===== src/hdl/hscsl_pkg.sv =====
`timescale 1ns / 1ps
// ----------------------------------------------------------------------------
// hscsl_pkg
// Shared types, constants and the divide-by-1000 helper for the heading,
// speed and climb slew limiter.
// ----------------------------------------------------------------------------
package hscsl_pkg;

  // angle constants, 0.01 degree units
  localparam logic [15:0] FULL_TURN = 16'd36000;
  localparam logic [15:0] HALF_TURN = 16'd18000;

  // largest step is 65535 * 65535 / 1000, which needs 23 bits
  localparam int STEP_W = 23;

  // floor(q / 125) = (q * RECIP_125) >> 36 for q below 2^29
  localparam logic [29:0] RECIP_125 = 30'd549755814;

  // item kind carried on tuser
  typedef enum logic [0:0] {
    CMD_TICK = 1'b0,
    CMD_STOP = 1'b1
  } cmd_t;

  // configuration register indexes
  typedef enum logic [2:0] {
    CFG_HEADING_RATE  = 3'd0,
    CFG_ACCELERATION  = 3'd1,
    CFG_CLIMB_RATE    = 3'd2,
    CFG_MAX_SPEED     = 3'd3,
    CFG_MAX_ALTITUDE  = 3'd4,
    CFG_ALT_TOLERANCE = 3'd5
  } cfg_idx_t;

  // load enables of the two pipeline stages ahead of the state update
  typedef struct packed {
    logic s1;
    logic s2;
  } pipe_en_t;

  // truncating divide of a 32-bit product by 1000: shift by 3, then divide by 125
  function automatic logic [STEP_W-1:0] div1000(input logic [31:0] p);
    logic [58:0] prod;
    prod = 59'(p[31:3]) * 59'(RECIP_125);
    return prod[58:36];
  endfunction

endpackage


===== src/hdl/hscsl_step_unit.sv =====
`timescale 1ns / 1ps
// ----------------------------------------------------------------------------
// hscsl_step_unit
// Per-tick step size: rate times elapsed milliseconds, registered, then
// divided by 1000 with truncation, registered.
// ----------------------------------------------------------------------------
module hscsl_step_unit import hscsl_pkg::*; (
  input  logic              clk,
  input  pipe_en_t          en,
  input  logic [15:0]       rate,
  input  logic [15:0]       ms,
  output logic [STEP_W-1:0] step
);

  logic [31:0]       prod_r;
  logic [STEP_W-1:0] step_r;

  // rate * dt
  always_ff @(posedge clk) begin
    if (en.s1) begin
      prod_r <= 32'(rate) * 32'(ms);
    end
  end

  // scale milliseconds to seconds
  always_ff @(posedge clk) begin
    if (en.s2) begin
      step_r <= div1000(prod_r);
    end
  end

  assign step = step_r;

endmodule


===== config.mk =====
export PLATFORM = sky130hd
export DESIGN_NAME = hscsl_step_unit
export DESIGN_NICKNAME = d
export VERILOG_FILES = /design/src/hdl/hscsl_pkg.sv /design/src/hdl/hscsl_step_unit.sv
export SDC_FILE = /design/constraint.sdc
export NUM_CORES = 1
export LEC_CHECK = 0
export BUFFER_PORTS_ARGS = -buffer_cell sky130_fd_sc_hd__buf_2
export CAP_MARGIN = 20
export CORE_ASPECT_RATIO = 1.2
export CORE_MARGIN = 4
export CORE_UTILIZATION = 61
export CTS_CLUSTER_SIZE = 10
export DETAILED_ROUTE_END_ITERATION = 16
export PLACE_DENSITY = 0.78
export RECOVER_POWER = 25
export SKIP_CTS_REPAIR_TIMING = 1
export SLEW_MARGIN = 20
export SYNTH_ARGS = -nofsm -noshare
export SYNTH_HDL_FRONTEND = slang
export SYNTH_SLANG_ARGS = --single-unit

===== constraint.sdc =====
create_clock -name clk -period 17.41 [get_ports clk]
set_input_delay 2.6115 -clock clk [delete_from_list [all_inputs] [get_ports clk]]
set_output_delay 2.6115 -clock clk [all_outputs]
set_load 0.02 [all_outputs]

==> flow_metrics.py <==
metrics = {
    "critical_path": {
        "worstSetupEndpointType": "flip-flop",
        "crit_fanout": 16,
        "required_ns": 17.50,
        "critPathKind": "in2reg",
        "arrival_ns": 8.60,
        "rr_worst_depth": 23,
        "startpoint_type": "input pin",
    },
    "clock_tree": {
        "cts_root_buffer": "clkbuf_16",
        "cts_buffers": 5,
        "h-tree-depth": 2,
        "clkSinkCount": 52,
        "cts_tree": "yes",
        "cts_max_path_buffers": 2,
        "clock_latency_ns": 0.33,
        "clkSlewWorstSetupHoldPaths_ns": 0.09,
    },
    "placement": {
        "hpwlAfterDp_microns": 49860,
        "io_buffers": 57,
        "gp_congestion": 0.9554,
    },
    "route": {
        "ant_nets": 0,
        "drt_iter0_markers": 1050,
        "wl_met2_microns": 29810,
        "vias_per_cell": 5.662,
        "route.detailed.drc": 0,
        "met3_length_microns": 2857,
        "top_layer_used": "met4",
        "wl_per_cell_microns": 19.08,
        "dr.pass1.iters": 8,
        "vias": 16890,
        "totalWireLength_microns": 56920,
        "drt-met1-wl_microns": 21350,
    },
    "logic_synthesis": {
        "ys_warn_count": 0,
        "synth_cell_types": 68,
        "yosysSeqAreaShare_pct": 6.613,
        "avgSynthCellArea_sq_um": 9.513,
        "synth_seq_cells": 52,
        "synthArstFlopShare_pct": 0,
        "synth_flop_cell": "edfxtp_1",
        "yosys.area.top_type": "fa_1",
        "synth_commonest_cells": "inv_1, ha_1, fa_1",
        "yosysTopAreaCellShare_pct": 38.92,
        "yosysMostFrequentCell": "inv_1",
        "synth_area_leaders": "fa_1, ha_1, inv_1, edfxtp_1, nand2_1",
        "synth_edf_count": 52,
        "syn_nets": 3442,
        "netlist_area_sq_um": 23610,
        "synthCells": 2482,
    },
    "flow_run": {
        "drv_cap": 1,
    },
    "timing": {
        "hold_viol_final": 0,
        "max_clock_freq_mhz": 117.4,
        "maxSlewHeadroom_pct": -5.412,
        "fin_crit_ns": 8.520,
        "drv_slew": 30,
        "finClkSkew_ns": 0.01704,
        "period_share_pct": 48.93,
        "worstMarginPinSlew_ns": 1.581,
        "setup_viol": 0,
        "tns_ns": 0,
        "rsz0062_at_grt": "no",
    },
    "worst_hold_path": {
        "min_path_cells": 2,
        "hold_path.class": "reg2reg",
    },
    "floorplan": {
        "rows": 78,
        "dieHeight_microns": 223.5,
        "die_w_microns": 187.6,
        "die_area_sq_um": 41930,
        "io_pins": 58,
        "coreArea_sq_um": 38060,
        "initial_core_util_pct": 62.03,
    },
    "global_route": {
        "antenna_found_initial": 0,
        "track_usage_pct": 27.83,
        "grt_pass1_wl_microns": 93770,
        "grt.overflow.total": 0,
        "grt_pass1_vias": 18760,
        "grt_max_degree": 30,
    },
    "cells_and_area": {
        "nFillCells": 3090,
        "antenna_cells": 0,
        "fin_nets": 3462,
        "drive_gt1_share_pct": 3.356,
        "syn_to_final_growth_pct": 3.466,
    },
    "status": {
        "status": "finished, violations left",
        "violations": "max-capacitance violations, max-slew violations",
    },
}
state kept, by name, indices dropped and copies added, names as in the netlist:
name    cells
step       23
prod_r     29
kinds of logic after synthesis:
| kind of cell | Yosys count | share of synthesized area, % |
|---|---|---|
| xor gates and xnor gates | 48 | 1.780 |
| adders and majority gates | 925 | 63.61 |
| AOI/OAI and AO/OA | 228 | 6.232 |
| and+or+nand+nor | 435 | 8.913 |
| DFF | 52 | 6.613 |
| buffers and inverters | 794 | 12.85 |
layout by cell type, fill, tap and decap left out, drive strengths merged, types with 13 or more instances in the layout:
cell type and instances:
buf 55, o21ai 52, xnor2 35, nand2 206
a21oi 70, ha 466, nand3 14, nand4 17
and2 104, nor3 18, xor2 13, a21o 20
nor2 38, inv 753, fa 459, edfxtp 52
routing by layer:
metal | track usage (%) | vias up
met5 | 0 | -
met4 | 12.81 | 0
met3 | 2.879 | 162
met2 | 51.06 | 551
met1 | 32.89 | 8506
li1 | - | 7670
critical path, stage by stage:
cell and delay [ns]:
buf_2 0.31, nand2_1 0.14, fa_1 0.55, inv_1 0.05, fa_1 0.54, inv_1 0.06
fa_1 0.50, inv_1 0.06, fa_1 0.53, inv_1 0.05, fa_1 0.47, inv_1 0.05
fa_1 0.43, ha_1 0.41, nand2_1 0.09, o21ai_0 0.30, nor3_1 0.11, a21oi_1 0.42
a211oi_1 0.23, o41ai_1 0.40, a21oi_1 0.14, xnor2_1 0.14
through the flow:
stage          setup slack, ns  cell area, sq um  util [%]  hold WS (ns)  std cells
4_1_cts                  8.920             24430     64.19         1.091       2983
3_3_place_gp             8.724             24280     63.79         1.065       2975
3_5_place_dp             8.572             24280     63.79         1.069       2975
2_1_floorplan            9.186             23610         -        0.8563       2482
5_1_grt                  8.616             24430     64.18         1.144       2983
6_report                 8.890             24430     64.18         1.104       2983
path summary, 6_finish.rpt:
| path | startpoint | end | slack [ns] |
|---|---|---|---|
| worst max-delay path | rate[12] | prod_r[29] | 8.89 |
| worst min-delay path | prod_r[31] | step[22] | 1.10 |
| worst max register to register | prod_r[24] | step[11] | 9.49 |
| worst min register to register | prod_r[31] | step[22] | 1.10 |
layout make-up:
| class | instances | area [sq um] | area share (%) |
|---|---|---|---|
| well taps | 480 | 600.6 | 2.458 |
| clock buffers | 5 | 125.1 | 0.5122 |
| clock inverters | 3 | 28.78 | 0.1178 |
| repair buffers | 57 | 282.8 | 1.157 |
| inverters | 750 | 2815 | 11.52 |
| flip-flops and latches | 52 | 1562 | 6.392 |
| multi-input cells | 1636 | 19020 | 77.84 |
Power is not shown: default switching activity piles up to over one toggle a cycle in this logic, so the estimate is an artifact.
